`src/rtl/egi_pkg.sv`:
```
// shared types and constants for the elevation grid interpolator
package egi_pkg;

    localparam int TILE_DIM   = 1201;
    localparam int FRAC_BITS  = 16;
    localparam int CELL_COUNT = TILE_DIM * TILE_DIM;
    localparam int DIM_W      = $clog2(TILE_DIM);
    localparam int POS_W      = FRAC_BITS + DIM_W;
    localparam int ADDR_W     = $clog2(CELL_COUNT);
    localparam int A_W        = FRAC_BITS + 1;
    localparam int H_W        = 16;
    localparam int FIFO_DEPTH = 4;
    localparam int CNT_W      = $clog2(FIFO_DEPTH + 1);

    localparam logic OP_LOAD  = 1'b0;
    localparam logic OP_QUERY = 1'b1;

    // command handed from the front end to the back end
    typedef struct packed {
        logic              is_query;
        logic              wr_ok;
        logic [ADDR_W-1:0] addr;
        logic [H_W-1:0]    data;
        logic [A_W-1:0]    a;
        logic [A_W-1:0]    fy;
    } t_cmd;

endpackage

```
`src/rtl/egi_fifo.sv`:
```
// short command queue between front end and back end
module egi_fifo (
    input  logic                  i_clk,
    input  logic                  i_rst_n,
    input  logic                  i_push,
    input  egi_pkg::t_cmd         i_data,
    input  logic                  i_pop,
    output egi_pkg::t_cmd         o_data,
    output logic                  o_empty,
    output logic [egi_pkg::CNT_W-1:0] o_count
);
    import egi_pkg::*;

    localparam int PTR_W = $clog2(FIFO_DEPTH);

    t_cmd             r_buf [FIFO_DEPTH];
    logic [PTR_W-1:0] r_wptr;
    logic [PTR_W-1:0] r_rptr;
    logic [CNT_W-1:0] r_count;

    always_ff @(posedge i_clk) begin
        if (!i_rst_n) begin
            r_wptr  <= '0;
            r_rptr  <= '0;
            r_count <= '0;
        end else begin
            if (i_push) begin
                r_wptr <= r_wptr + 1'b1;
            end
            if (i_pop) begin
                r_rptr <= r_rptr + 1'b1;
            end
            r_count <= r_count + CNT_W'(i_push) - CNT_W'(i_pop);
        end
    end

    always_ff @(posedge i_clk) begin
        if (i_push) begin
            r_buf[r_wptr] <= i_data;
        end
    end

    assign o_data  = r_buf[r_rptr];
    assign o_empty = (r_count == '0);
    assign o_count = r_count;
endmodule

```
`config.mk`:
```
export PLATFORM = sky130hd
export DESIGN_NAME = egi_fifo
export DESIGN_NICKNAME = d
export VERILOG_FILES = /design/src/rtl/egi_pkg.sv /design/src/rtl/egi_fifo.sv
export SDC_FILE = /design/constraint.sdc
export NUM_CORES = 1
export LEC_CHECK = 0
export ABC_AREA = 1
export BUFFER_PORTS_ARGS = -buffer_cell sky130_fd_sc_hd__clkbuf_2
export CAP_MARGIN = 20
export CORE_ASPECT_RATIO = 1.25
export CORE_UTILIZATION = 55
export CTS_CLUSTER_SIZE = 30
export DETAILED_ROUTE_END_ITERATION = 10
export PLACE_DENSITY = 0.76
export SYNTH_ARGS = -nofsm -noshare
export SYNTH_HDL_FRONTEND = slang
export SYNTH_SLANG_ARGS = --single-unit
```
`constraint.sdc`:
```
create_clock -name i_clk -period 3.1 [get_ports i_clk]
set_clock_uncertainty 0.05 [all_clocks]
set_input_delay 0.465 -clock i_clk [delete_from_list [all_inputs] [get_ports i_clk]]
set_output_delay 0.465 -clock i_clk [all_outputs]
set_load 0.01 [all_outputs]
```
==> run_results.csv <==
group,metric,value,unit
outcome,outcome,"finished, final reports clean",
flow_run,cap_violations,0,
clock_network,h_tree_lvl_count,1,
worst_setup_path,worstSetupEndpointType,"primary output",
worst_setup_path,timing.critical_path.required,2.58,ns
cells_and_area,fin_nets,1136,
clock_network,post_cts_buffers,0,
worst_setup_path,worst_r2r_startpoint,"r_wptr[1]$_SDFFE_PN0P_",
timing,slew_viol_final,0,
clock_network,cts_tree,"built",
worst_setup_path,arrival,2.04,ns
logic_synthesis,synth_edf_count,292,
logic_synthesis,cell_count_after_synthesis,905,
floorplan,die_area,22100,µm²
power,static-leakage-power,0.00542,µW
floorplan,core-area,21000,µm²
logic_synthesis,syn_nets,989,
floorplan,io_pins,154,
route,drt_wl_total,21900,µm
clock_network,post_cts_hold_buffer_count,0,
power,irDropWorstVdd,529,µV
timing,final-hold-violation-count,0,
route,drtAntennaViolNets,0,
logic_synthesis,post-synth-top-count-cell,"sky130_fd_sc_hd__edfxtp_1",
route,drt_iter0_markers,564,
worst_setup_path,critPathLaunchType,"flip-flop",
logic_synthesis,synth_top_cells_by_area,"sky130_fd_sc_hd__edfxtp_1 (74%), sky130_fd_sc_hd__inv_1 (5.1%), sky130_fd_sc_hd__nand2_1 (4.9%)",
clock_network,numCtsBuffers,27,
logic_synthesis,yosysUniqueCellTypes,16,
route,drt-wirelength-per-cell,16.3,µm
logic_synthesis,yosys_top_cell_area_share,74.0,%
power,p_sw_share,22.4,%
min_path,min-delay-start,"i_data[23]",
power,clockPowerShare,36.5,%
clock_network,ctsLongestPathBuffers,3,
global_route,grt_pass1_wl,34700,µm
logic_synthesis,synth_area_per_cell,13.1,µm²
logic_synthesis,synth_seq_area_share,75.5,%
place,hpwlAfterDp,13100,µm
route,drtPass1Iterations,5,
route,viasPerCell,5.20,
place,gpl.final_weighted_congestion,0.733,
timing,period_share,82.5,%
logic_synthesis,yosys-top-cells-count,"sky130_fd_sc_hd__edfxtp_1 (292), sky130_fd_sc_hd__inv_1 (161), sky130_fd_sc_hd__nand2_1 (156), sky130_fd_sc_hd__a21oi_1 (79), sky130_fd_sc_hd__o211ai_1 (73)",
logic_synthesis,synth_async_reset_ratio,0,%
power,cell_internal_pwr,6780,µW
global_route,grtUsageTotal,20.0,%
route,route.detailed.drc,0,
floorplan,initial_utilization,56.5,%
worst_setup_path,crit_fanout,48,
timing,setup-violations-final,0,
route,vias,7000,
power,power.density,637,nW/µm²
power,power.net_switching,1960,µW
clock_network,post_cts_resized,0,
timing,hold-worst-slack,0.108,ns
cells_and_area,antennaDiodeCount,0,
timing,fmax,391,MHz
min_path,hold_class,"input port to flip-flop",
place,place.port_buffers,153,
floorplan,dieWidth,133,µm
timing,grt_setup_unrepaired,"false",
clock_network,clock_latency,0.51,ns
clock_network,clkTransAtPathRegs,0.06,ns
cells_and_area,drive_above_1_share,19.4,%
logic_synthesis,ys.flop_type,"sky130_fd_sc_hd__edfxtp_1",
global_route,pin_count_of_the_biggest_net_entering_global_routing,151,
clock_network,clock_tree_root,"sky130_fd_sc_hd__clkbuf_16",
global_route,globalRoute.totalOverflow,0,
timing,layout_min_cycle_time,2.56,ns
floorplan,die_y,166,µm
logic_synthesis,synth.ff_latch_count,301,
power,p_seq_share,53.9,%
floorplan,num_rows,59,
logic_synthesis,yosysWarningCount,0,
timing,sum_neg_setup_slack,0,ns
timing,worst_pin_slew,0.715,ns
power,comb_power_share,9.6,%
global_route,grt_antenna_before_repair,2,
global_route,number_of_global_route_vias_before_repair,6966,
worst_setup_path,timing_worst_setup_path_type,"flip-flop to primary output",
cells_and_area,area_delta_synth_final,15.7,%
timing,max_slew_margin,52.3,%
logic_synthesis,synth_area_leader_cell,"sky130_fd_sc_hd__edfxtp_1",
logic_synthesis,synth_area,11900,µm²
clock_network,cts_sinks,301,
[registers in the layout, indices dropped and copies added, names as in the netlist, named ones only]
signal,cells
r_wptr,2
r_rptr,2
o_count,3
r_buf,292
[power by group through the flow]
stage	Combinational (µW)	Sequential (µW)	Clock, µW
floorplan	496	4790	0
global placement	824	4790	0
detailed placement	847	4800	0
CTS	852	4710	3230
global route	933	4730	3380
finish	840	4710	3190
[worst max-delay path: stages (launching register included)]
cell                       delay [ns]
sky130_fd_sc_hd__dfxtp_4         0.71
sky130_fd_sc_hd__buf_4           0.35
sky130_fd_sc_hd__a21oi_1         0.06
sky130_fd_sc_hd__o21ai_0         0.10
sky130_fd_sc_hd__nand2_1         0.12
sky130_fd_sc_hd__clkbuf_2        0.15
[final cells by class]
cell class | count | area (µm²)
Inverter | 161 | 609
Multi-Input combinational cell | 395 | 2020
Sequential cell | 301 | 8960
Tap cell | 274 | 343
Timing Repair Buffer | 166 | 938
Fill cell | 1497 | 7250
Clock inverter | 14 | 139
Clock buffer | 34 | 702
[layer usage]
layer	share of wire [%]	up-vias	GRT usage (%)
li1	-	3434	-
met1	41	3341	24.8
met2	51	186	35.6
met3	5.7	37	4.06
met4	1.8	2	5.34
met5	0.078	-	0
[cell usage in the layout, fill, tap and decap left out, types with 2 or more instances in the layout]
cell type	n
sky130_fd_sc_hd__ha_1	6
sky130_fd_sc_hd__buf_4	7
sky130_fd_sc_hd__o21ai_1	31
sky130_fd_sc_hd__clkinv_1	5
sky130_fd_sc_hd__clkbuf_1	7
sky130_fd_sc_hd__clkbuf_16	27
sky130_fd_sc_hd__a21oi_1	79
sky130_fd_sc_hd__bufinv_16	3
sky130_fd_sc_hd__dfxtp_4	2
sky130_fd_sc_hd__dfxtp_1	7
sky130_fd_sc_hd__buf_12	6
sky130_fd_sc_hd__o211ai_1	73
sky130_fd_sc_hd__inv_1	157
sky130_fd_sc_hd__nand2_1	156
sky130_fd_sc_hd__edfxtp_1	292
sky130_fd_sc_hd__clkbuf_2	153
sky130_fd_sc_hd__o21ai_0	46
sky130_fd_sc_hd__clkinv_2	10
[through the flow]
stage               utilization [%]  worst slack [ns]  cells  cell area (µm²)  total power [µW]
global route                   65.4             0.377   1345            13700              9040
detailed placement             61.4              1.01   1297            12900              5650
floorplan                         -             0.619    905            11900              5280
CTS                            65.4             0.502   1345            13700              8790
finish                         65.4             0.543   1345            13700              8740
global placement               61.4              1.01   1297            12900              5610
[path summary, 6_finish.rpt]
check | cells past startpoint | end | slack [ns]
max | 5 | o_data[51] | 0.54
min | 1 | r_buf[2][23]$_DFFE_PP_ | 0.11
max reg2reg | 5 | r_buf[1][64]$_DFFE_PP_ | 1.04
min reg2reg | 2 | flip-flop | 0.42
[cells by family after synthesis]
logic type      share of synthesized area [%]
buf+inv                                  7.43
flops                                    75.5
compound gates                           11.2
simple gates                             5.06
fa+ha+maj                               0.802
(Power assumes the default switching activity.)
