`src/rtl/egi_pkg.sv`:
```
// shared types and constants for the elevation grid interpolator
package egi_pkg;

    localparam int TILE_DIM   = 1201;
    localparam int FRAC_BITS  = 16;
    localparam int CELL_COUNT = TILE_DIM * TILE_DIM;
    localparam int DIM_W      = $clog2(TILE_DIM);
    localparam int POS_W      = FRAC_BITS + DIM_W;
    localparam int ADDR_W     = $clog2(CELL_COUNT);
    localparam int A_W        = FRAC_BITS + 1;
    localparam int H_W        = 16;
    localparam int FIFO_DEPTH = 4;
    localparam int CNT_W      = $clog2(FIFO_DEPTH + 1);

    localparam logic OP_LOAD  = 1'b0;
    localparam logic OP_QUERY = 1'b1;

    // command handed from the front end to the back end
    typedef struct packed {
        logic              is_query;
        logic              wr_ok;
        logic [ADDR_W-1:0] addr;
        logic [H_W-1:0]    data;
        logic [A_W-1:0]    a;
        logic [A_W-1:0]    fy;
    } t_cmd;

endpackage

```
`src/rtl/egi_if.sv`:
```
// valid/ready channel interfaces for input items, results and configuration
interface egi_in_if;
    logic        valid;
    logic        ready;
    logic        opcode;
    logic [20:0] load_index;
    logic [15:0] raw_height;
    logic [15:0] lat_frac;
    logic [15:0] lon_frac;
    modport source (output valid, opcode, load_index, raw_height, lat_frac, lon_frac,
                    input ready);
    modport sink (input valid, opcode, load_index, raw_height, lat_frac, lon_frac,
                  output ready);
endinterface


```
`src/rtl/egi_front.sv`:
```
// front end: accepts items, swaps load bytes, turns queries into grid address and weights
module egi_front (
    input  logic                      i_clk,
    input  logic                      i_rst_n,
    egi_in_if.sink                    i_in,
    input  logic [egi_pkg::CNT_W-1:0] i_fifo_count,
    output logic                      o_push,
    output egi_pkg::t_cmd             o_cmd
);
    import egi_pkg::*;

    localparam logic [POS_W-1:0] ONE_P  = POS_W'(1) << FRAC_BITS;
    localparam logic [POS_W-1:0] TOP_P  = POS_W'(TILE_DIM - 1) << FRAC_BITS;
    localparam logic [A_W-1:0]   ONE_A  = A_W'(1) << FRAC_BITS;

    logic              r_s1_v;
    logic              r_s1_op;
    logic              r_s1_ok;
    logic [ADDR_W-1:0] r_s1_idx;
    logic [H_W-1:0]    r_s1_data;
    logic [POS_W-1:0]  r_s1_xs;
    logic [POS_W-1:0]  r_s1_ys;
    logic              r_s2_v;
    t_cmd              r_s2_cmd;

    logic              accept;
    logic [POS_W-1:0]  lon_prod;
    logic [POS_W-1:0]  lat_prod;
    logic [POS_W-1:0]  n_xs;
    logic [POS_W-1:0]  n_ys;
    logic [DIM_W-1:0]  col;
    logic [DIM_W-1:0]  row;
    logic [A_W-1:0]    a;
    logic [A_W-1:0]    fy;
    t_cmd              n_cmd;

    // credit check: everything in flight must fit in the queue
    assign i_in.ready = (CNT_W'(i_fifo_count) + CNT_W'(r_s1_v) + CNT_W'(r_s2_v))
                        < CNT_W'(FIFO_DEPTH);
    assign accept = i_in.valid && i_in.ready;

    always_comb begin
        lon_prod = POS_W'(i_in.lon_frac) * POS_W'(TILE_DIM);
        lat_prod = POS_W'(i_in.lat_frac) * POS_W'(TILE_DIM);
        n_xs = (lon_prod < ONE_P) ? '0 : lon_prod - ONE_P;
        // row position below one clamps to one
        n_ys = (lat_prod + ONE_P > TOP_P) ? ONE_P : TOP_P - lat_prod;
    end

    always_ff @(posedge i_clk) begin
        if (!i_rst_n) begin
            r_s1_v <= 1'b0;
            r_s2_v <= 1'b0;
        end else begin
            r_s1_v <= accept;
            r_s2_v <= r_s1_v;
        end
    end

    always_ff @(posedge i_clk) begin
        r_s1_op   <= i_in.opcode;
        r_s1_ok   <= ({1'b0, i_in.load_index} < (ADDR_W + 1)'(CELL_COUNT));
        r_s1_idx  <= ADDR_W'(i_in.load_index);
        r_s1_data <= {i_in.raw_height[7:0], i_in.raw_height[15:8]};
        r_s1_xs   <= n_xs;
        r_s1_ys   <= n_ys;
        r_s2_cmd  <= n_cmd;
    end

    always_comb begin
        col = r_s1_xs[POS_W-1:FRAC_BITS];
        a   = {1'b0, r_s1_xs[FRAC_BITS-1:0]};
        if (col > DIM_W'(TILE_DIM - 2)) begin
            col = DIM_W'(TILE_DIM - 2);
            a   = ONE_A;
        end
        row = r_s1_ys[POS_W-1:FRAC_BITS];
        fy  = {1'b0, r_s1_ys[FRAC_BITS-1:0]};
        if (row > DIM_W'(TILE_DIM - 1)) begin
            row = DIM_W'(TILE_DIM - 1);
            fy  = '0;
        end
        n_cmd.is_query = (r_s1_op == OP_QUERY);
        n_cmd.wr_ok    = r_s1_ok;
        n_cmd.data     = r_s1_data;
        n_cmd.a        = a;
        n_cmd.fy       = fy;
        if (r_s1_op == OP_QUERY) begin
            n_cmd.addr = ADDR_W'(row * ADDR_W'(TILE_DIM)) + ADDR_W'(col);
        end else begin
            n_cmd.addr = r_s1_idx;
        end
    end

    assign o_push = r_s2_v;
    assign o_cmd  = r_s2_cmd;
endmodule

```
`src/flat_wrapper.sv`:
```
// flat-port wrapper written by rule: the top's interface ports become plain ports
module egi_front_flat import egi_pkg::*;
  (i_clk, i_rst_n, i_fifo_count, o_push, o_cmd, i_in_valid, i_in_opcode, i_in_load_index, i_in_raw_height, i_in_lat_frac, i_in_lon_frac, i_in_ready);
  egi_in_if i_in_i ();
  input  logic i_clk;
  input  logic i_rst_n;
  input  logic [egi_pkg::CNT_W-1:0] i_fifo_count;
  output logic o_push;
  output egi_pkg::t_cmd o_cmd;
  input wire logic [$bits(i_in_i.valid)-1:0] i_in_valid;
  input wire logic [$bits(i_in_i.opcode)-1:0] i_in_opcode;
  input wire logic [$bits(i_in_i.load_index)-1:0] i_in_load_index;
  input wire logic [$bits(i_in_i.raw_height)-1:0] i_in_raw_height;
  input wire logic [$bits(i_in_i.lat_frac)-1:0] i_in_lat_frac;
  input wire logic [$bits(i_in_i.lon_frac)-1:0] i_in_lon_frac;
  output wire logic [$bits(i_in_i.ready)-1:0] i_in_ready;
  assign i_in_i.valid = i_in_valid;
  assign i_in_i.opcode = i_in_opcode;
  assign i_in_i.load_index = i_in_load_index;
  assign i_in_i.raw_height = i_in_raw_height;
  assign i_in_i.lat_frac = i_in_lat_frac;
  assign i_in_i.lon_frac = i_in_lon_frac;
  assign i_in_ready = i_in_i.ready;
  egi_front u_core (.i_clk(i_clk), .i_rst_n(i_rst_n), .i_in(i_in_i), .i_fifo_count(i_fifo_count), .o_push(o_push), .o_cmd(o_cmd));
endmodule
```
`config.mk`:
```
export PLATFORM = sky130hd
export DESIGN_NAME = egi_front_flat
export DESIGN_NICKNAME = d
export VERILOG_FILES = /design/src/rtl/egi_pkg.sv /design/src/rtl/egi_if.sv /design/src/rtl/egi_front.sv /design/src/flat_wrapper.sv
export SDC_FILE = /design/constraint.sdc
export NUM_CORES = 1
export LEC_CHECK = 0
export BUFFER_PORTS_ARGS = -buffer_cell sky130_fd_sc_hd__buf_4
export CAP_MARGIN = 10
export CORE_UTILIZATION = 45
export CTS_BUF_LIST = sky130_fd_sc_hd__clkbuf_4
export DETAILED_ROUTE_END_ITERATION = 8
export MAX_ROUTING_LAYER = met4
export PLACE_DENSITY = 0.68
export SYNTH_ARGS = -nofsm -noshare
export SYNTH_HDL_FRONTEND = slang
export SYNTH_SLANG_ARGS = --single-unit
```
`constraint.sdc`:
```
create_clock -name i_clk -period 6.9 [get_ports i_clk]
set_input_delay 0 -clock i_clk [delete_from_list [all_inputs] [get_ports i_clk]]
set_output_delay 0 -clock i_clk [all_outputs]
set_load 0.01 [all_outputs]
```
==> impl_metrics.toml, run 1 <==
[run_status]
outcome = "completed"

[critical_path]
critical-path-max-stage-delay_ns = 0.53
critPathKind = "reg2reg"
cp.required_ns = 7.34
arrival_ns = 6.87
crit_path_frequent_cell = "inv_1"
cp_max_fo = 8
cp_slowest_cell = "fa_1"
endpoint_kind = "flop"
crit_family = "adder cells"
crit_chain = "or4_1 > a31oi_1 > nor2b_1 > o31ai_2 > and2_1 > ha_1 > ha_1 > inv_1 > fa_1 > inv_1 > fa_1 > inv_1 > fa_1 > inv_1 > ha_1 > nand4_1 > o311ai_0 > o311ai_1 > o311a_1 > a211oi_1 > a21oi_1 > xnor2_1 > mux2_2"
critPathLaunchType = "flop"
crit_buf_inv = 4

[global_route]
grt_overflow = 0
gr-usage-met3_pct = 1.662
grt_pass1_wl_mm = 43.86
grt_busiest_layer = "met2"
grt_use_met2_pct = 30.61
grt_start_max_net_pins = 27
grt_usage_pct = 18.04
antenna_found_initial = 1
grt_pass1_vias = 9529
grt_use_met1_pct = 22.96

[drt]
drc = 0
drt-initial-drc-count = 291
vias = 9412
first_pass_iters = 4
drt-total-wl_mm = 25.50
ant_nets = 0
wl_per_cell_um = 13.11
vias_per_cell = 4.839

[yosys]
async_reset_ff_share_pct = 0
synth_top_area_share_pct = 25.96
yosysSeqAreaShare_pct = 25.04
synthTopCellsByArea = "ha_1 26%, dfxtp_1 25%, fa_1 14%, inv_1 6.2%, xnor2_1 2.6%"
syn-num-nets = 1795
ys_ff_latch = 167
synthCells = 1347
ys.flop_type = "dfxtp_1"
synth_edf_count = 0
syn_area_per_cell_um2 = 9.910
synth_largest_area_cell = "ha_1"
synthesis.area_um2 = 13350
yosys_warnings = 0
synth_cell_types = 78

[timing]
worst_pin_slew_ns = 1.054
setup_viol = 0
skew_ns = 0.01997
final_max_slew_viol_count = 0
rsz0062_at_grt = "false"
max_slew_margin_pct = 29.65
finalHoldViolations = 0
fin_crit_sh_pct = 93.24
final.min_clock_period_ns = 6.433
setup-tns-final_ns = 0
max_freq_ghz = 0.1554

[clock_network]
clk_path_buf_depth = 2
cts_setup_buffers = 0
htreeDepth = 4
clkLatencyLatePin_ns = 0.54
cts_buffers = 17
path_clk_slew_ns = 0.13
root_buffer = "clkbuf_4"
clock-sinks = 167
cts_tree = "done"

[layout]
n_fill_cell = 2538
regArea_um2 = 3343
syn_to_final_growth_pct = 17.70
layout-drive-gt1-share_pct = 14.62
final_cell_mix = "277 x ha_1, 222 x inv_1, 167 x dfxtp_1, 152 x buf_4, 95 x fa_1"
final_common_cell = "ha_1"
multiInputGateArea_um2 = 9091
final_nets = 1995

[die]
start_util_pct = 46.13
ios = 151
core_area_um2 = 28940
die_y_um = 174.2
fp-row-count = 62
die_area_um2 = 30360
die_x_um = 174.2

[place]
dp_hpwl_mm = 21.07
io_buffers = 149
globalplace.congestion = 0.8631

[run]
drv_cap = 0

[worst_hold_path]
hold_class = "in2reg"
==> layer usage <==
layer / share of wire (%) / up-vias / routed length, um
met2: 48 / 134 / 12260
met1: 49 / 4348 / 12370
met5: 0 / - / 0
met4: 0.96 / 0 / 246
met3: 2.4 / 17 / 616
li1: - / 4913 / -
==> layout make-up <==
class                      count  share of cell area, %
sequential                   167                  21.28
multi-input combinational    935                  57.86
tap                          384                  3.058
timing repair buffer         204                  10.58
antenna                        1                0.01593
clock inverter                14                  1.043
inverter                     222                  5.304
clock buffer                  18                 0.8601
==> cell families after synthesis <==
group                      count (synthesis)  synth area share, %
adders and majority gates                372                40.21
buffers and inverters                    245                6.936
other                                      1              0.02809
muxes                                     26                2.184
and+or+nand+nor                          285                11.46
xor gates and xnor gates                  72                4.724
AOI/OAI and AO/OA                        179                9.411
DFF                                      167                25.04
==> Yosys cell counts (7+ instances only) <==
| library cell | n |
|---|---|
| nand2_1 | 42 |
| a21o_1 | 16 |
| dfxtp_1 | 167 |
| and2_1 | 46 |
| ha_1 | 277 |
| xor2_1 | 32 |
| o21bai_1 | 7 |
| nor3_1 | 17 |
| a21oi_1 | 46 |
| nor2_1 | 75 |
| nand2b_1 | 20 |
| clkbuf_1 | 18 |
| mux2_2 | 21 |
| o21ai_0 | 28 |
| a31oi_1 | 8 |
| nor2b_1 | 25 |
| fa_1 | 95 |
| inv_1 | 222 |
| or3_1 | 7 |
| nand3_1 | 17 |
| xnor2_1 | 40 |
| o21a_1 | 9 |
==> repair_timing <==
item,CTS,global route
hold endpoints to repair,57,0
setup endpoints to repair,0,2
resized for setup,0,2
hold buffers,52,0
==> sequential cells by signal, summed over array words and instances, names as in the netlist, 16 cells and up <==
register / count
u_core.o_cmd: 72
u_core.r_s1_idx: 21
u_core.r_s1_ys: 27
u_core.r_s1_xs: 27
u_core.r_s1_data: 16
==> tightest hold or removal path: stages <==
cell,delay [ns]
buf_4,0.13
ha_1,0.16
xnor2_1,0.14
nand3_1,0.09
o21ai_0,0.07
==> per-stage QoR <==
step	setup WS, ns	util (%)	hold slack (ns)	instances	area [um^2]
floorplan	0.5623	-	0.02772	1347	13350
global placement	0.5037	51.45	0.1044	1860	14890
detailed placement	0.3737	51.45	0.1055	1860	14890
CTS	0.3417	54.29	0.02622	1944	15710
global route	0.0006444	54.30	0.02596	1945	15710
finish	0.4667	54.30	0.09495	1945	15710
==> path summary, 6_finish.rpt <==
kind	slack, ns	depth (start not counted)	startpoint	to
hold reg to reg	0.34	0	u_core.r_s1_data[9]	u_core.o_cmd[43]
setup reg to reg	0.47	23	u_core.r_s1_ys[16]	u_core.o_cmd[70]
setup / recovery	0.47	23	u_core.r_s1_ys[16]	u_core.o_cmd[70]
hold / removal	0.09	5	i_in_lat_frac[15]	u_core.r_s1_ys[26]
Power of run 1 is left out: the tool's default activity adds up to more than one toggle a clock period on the data nets, which glitch-free logic cannot reach.
==> inputs of run 2 (changes only) <==
--- a/config.mk
+++ b/config.mk
@@ -10,8 +10,11 @@
 export CORE_UTILIZATION = 45
 export CTS_BUF_LIST = sky130_fd_sc_hd__clkbuf_4
 export DETAILED_ROUTE_END_ITERATION = 8
+export HOLD_SLACK_MARGIN = 0.06
 export MAX_ROUTING_LAYER = met4
 export PLACE_DENSITY = 0.68
+export REMOVE_ABC_BUFFERS = 1
+export SKIP_LAST_GASP = 1
 export SYNTH_ARGS = -nofsm -noshare
 export SYNTH_HDL_FRONTEND = slang
 export SYNTH_SLANG_ARGS = --single-unit
==> run 2 against run 1 <==
Against the previous run:
- clock skew is 0.010 ns higher
- critical path depth grew 1
- via count increased by 1.6%
- count of clock-buffer cells in the layout stayed put
- global-route usage is essentially flat
==> impl_metrics.toml, run 2 (synthesized netlist as in run 1, its figures left out) <==
[drt]
drc = 0
ant_nets = 0
vias_per_cell = 4.827
wl_per_cell_um = 13.03
drt-total-wl_mm = 25.80
first_pass_iters = 5
drt-initial-drc-count = 361
vias = 9563

[timing]
finalHoldViolations = 0
whs_ns = 0.1163
max_slew_margin_pct = 25.62
final_max_slew_viol_count = 0
fin_crit_sh_pct = 93.86
setup_ws_ns = 0.4238
setup-tns-final_ns = 0
max_freq_ghz = 0.1544
final.min_clock_period_ns = 6.476
rsz0062_at_grt = "false"
skew_ns = 0.02996
setup_viol = 0
worst_pin_slew_ns = 1.114

[global_route]
grt_pass1_wl_mm = 44.02
grt_overflow = 0
grt_pass1_vias = 9586
grt_usage_pct = 18.01
grt_start_max_net_pins = 27
antenna_found_initial = 1

[layout]
largest_reg_flops = 72
syn_to_final_growth_pct = 20.10
layout-drive-gt1-share_pct = 14.22
final_nets = 2031
final_cell_mix = "277 x ha_1, 222 x inv_1, 167 x dfxtp_1, 152 x buf_4, 95 x fa_1"
final_common_cell = "ha_1"

[critical_path]
critPathKind = "reg2reg"
arrival_ns = 6.92
cp_max_fo = 21
critPathLaunchType = "flop"
endpoint_kind = "flop"
cp.required_ns = 7.34
rrSetupSlack_ns = 0.42

[clock_network]
cts_tree = "done"
htreeDepth = 4
clkLatencyLatePin_ns = 0.57
root_buffer = "clkbuf_4"
clk_path_buf_depth = 2
cts_buffers = 17
path_clk_slew_ns = 0.13
clock-sinks = 167

[die]
die_area_um2 = 30360
fp-row-count = 62
die_x_um = 174.2
start_util_pct = 46.13
ios = 151
die_y_um = 174.2
core_area_um2 = 28940

[worst_hold_path]
hold_class = "in2reg"

[run_status]
outcome = "completed"

[run]
drv_cap = 0

[place]
globalplace.congestion = 0.8588
dp_hpwl_mm = 20.74
dp_slack_ns = 0.4105
io_buffers = 149
## run 2: cell type report
class                           count  area, um^2
Antenna cell                        1       2.502
Clock buffer                       18       135.1
Clock inverter                     14       125.1
Fill cell                        2510       12900
Inverter                          222       833.3
Multi-Input combinational cell    935        9090
Sequential cell                   167        3343
Tap cell                          384       480.5
Timing Repair Buffer              240        2022
## run 2: final timing paths
kind | startpoint | to | depth (start not counted)
max reg2reg | u_core.r_s1_ys[16] | u_core.o_cmd[69] | 24
min | i_in_load_index[18] | u_core.r_s1_idx[18] | 2
min reg2reg | u_core.r_s1_data[2] | u_core.o_cmd[36] | 0
max | u_core.r_s1_ys[16] | u_core.o_cmd[69] | 24
## run 2: through the flow
step	cell area [um^2]	utilization [%]	std cells
after floorplan	13260	-	1324
after global placement	14890	51.45	1860
after detailed placement	14890	51.45	1860
after CTS	16010	55.33	1978
after global routing	16030	55.41	1981
final	16030	55.41	1981
## run 2: repair_timing
action / CTS / global route
setup endpoints to repair: 0 / 1
hold endpoints to repair: 61 / 2
hold buffers: 86 / 2
gates resized for setup: 0 / 1
setup buffers: 0 / 0
## run 2: routing by layer
metal	vias up	wire length, um	global-route usage (%)	part of all wire (%)
met2	138	12210	30.18	47
met4	0	367	4.788	1.4
met3	24	672	2.100	2.6
li1	4987	-	-	-
met5	-	0	-	0
met1	4414	12560	22.92	49
## run 2: critical path, cell delays in order, from the launching register on
cell	delay [ns]
dfxtp_1	0.33
or4_1	0.51
a31oi_1	0.18
nor2b_1	0.07
o31ai_2	0.30
buf_4	0.27
nand2b_1	0.18
ha_1	0.34
ha_1	0.28
inv_1	0.05
fa_1	0.54
inv_1	0.06
fa_1	0.52
inv_1	0.05
fa_1	0.52
inv_1	0.04
ha_1	0.35
nand3_1	0.09
nand2_1	0.06
a41oi_1	0.24
a21oi_1	0.17
and4_1	0.23
a2111oi_0	0.53
nor3_1	0.11
a311o_1	0.34
Power of run 2 is left out for the same reason.
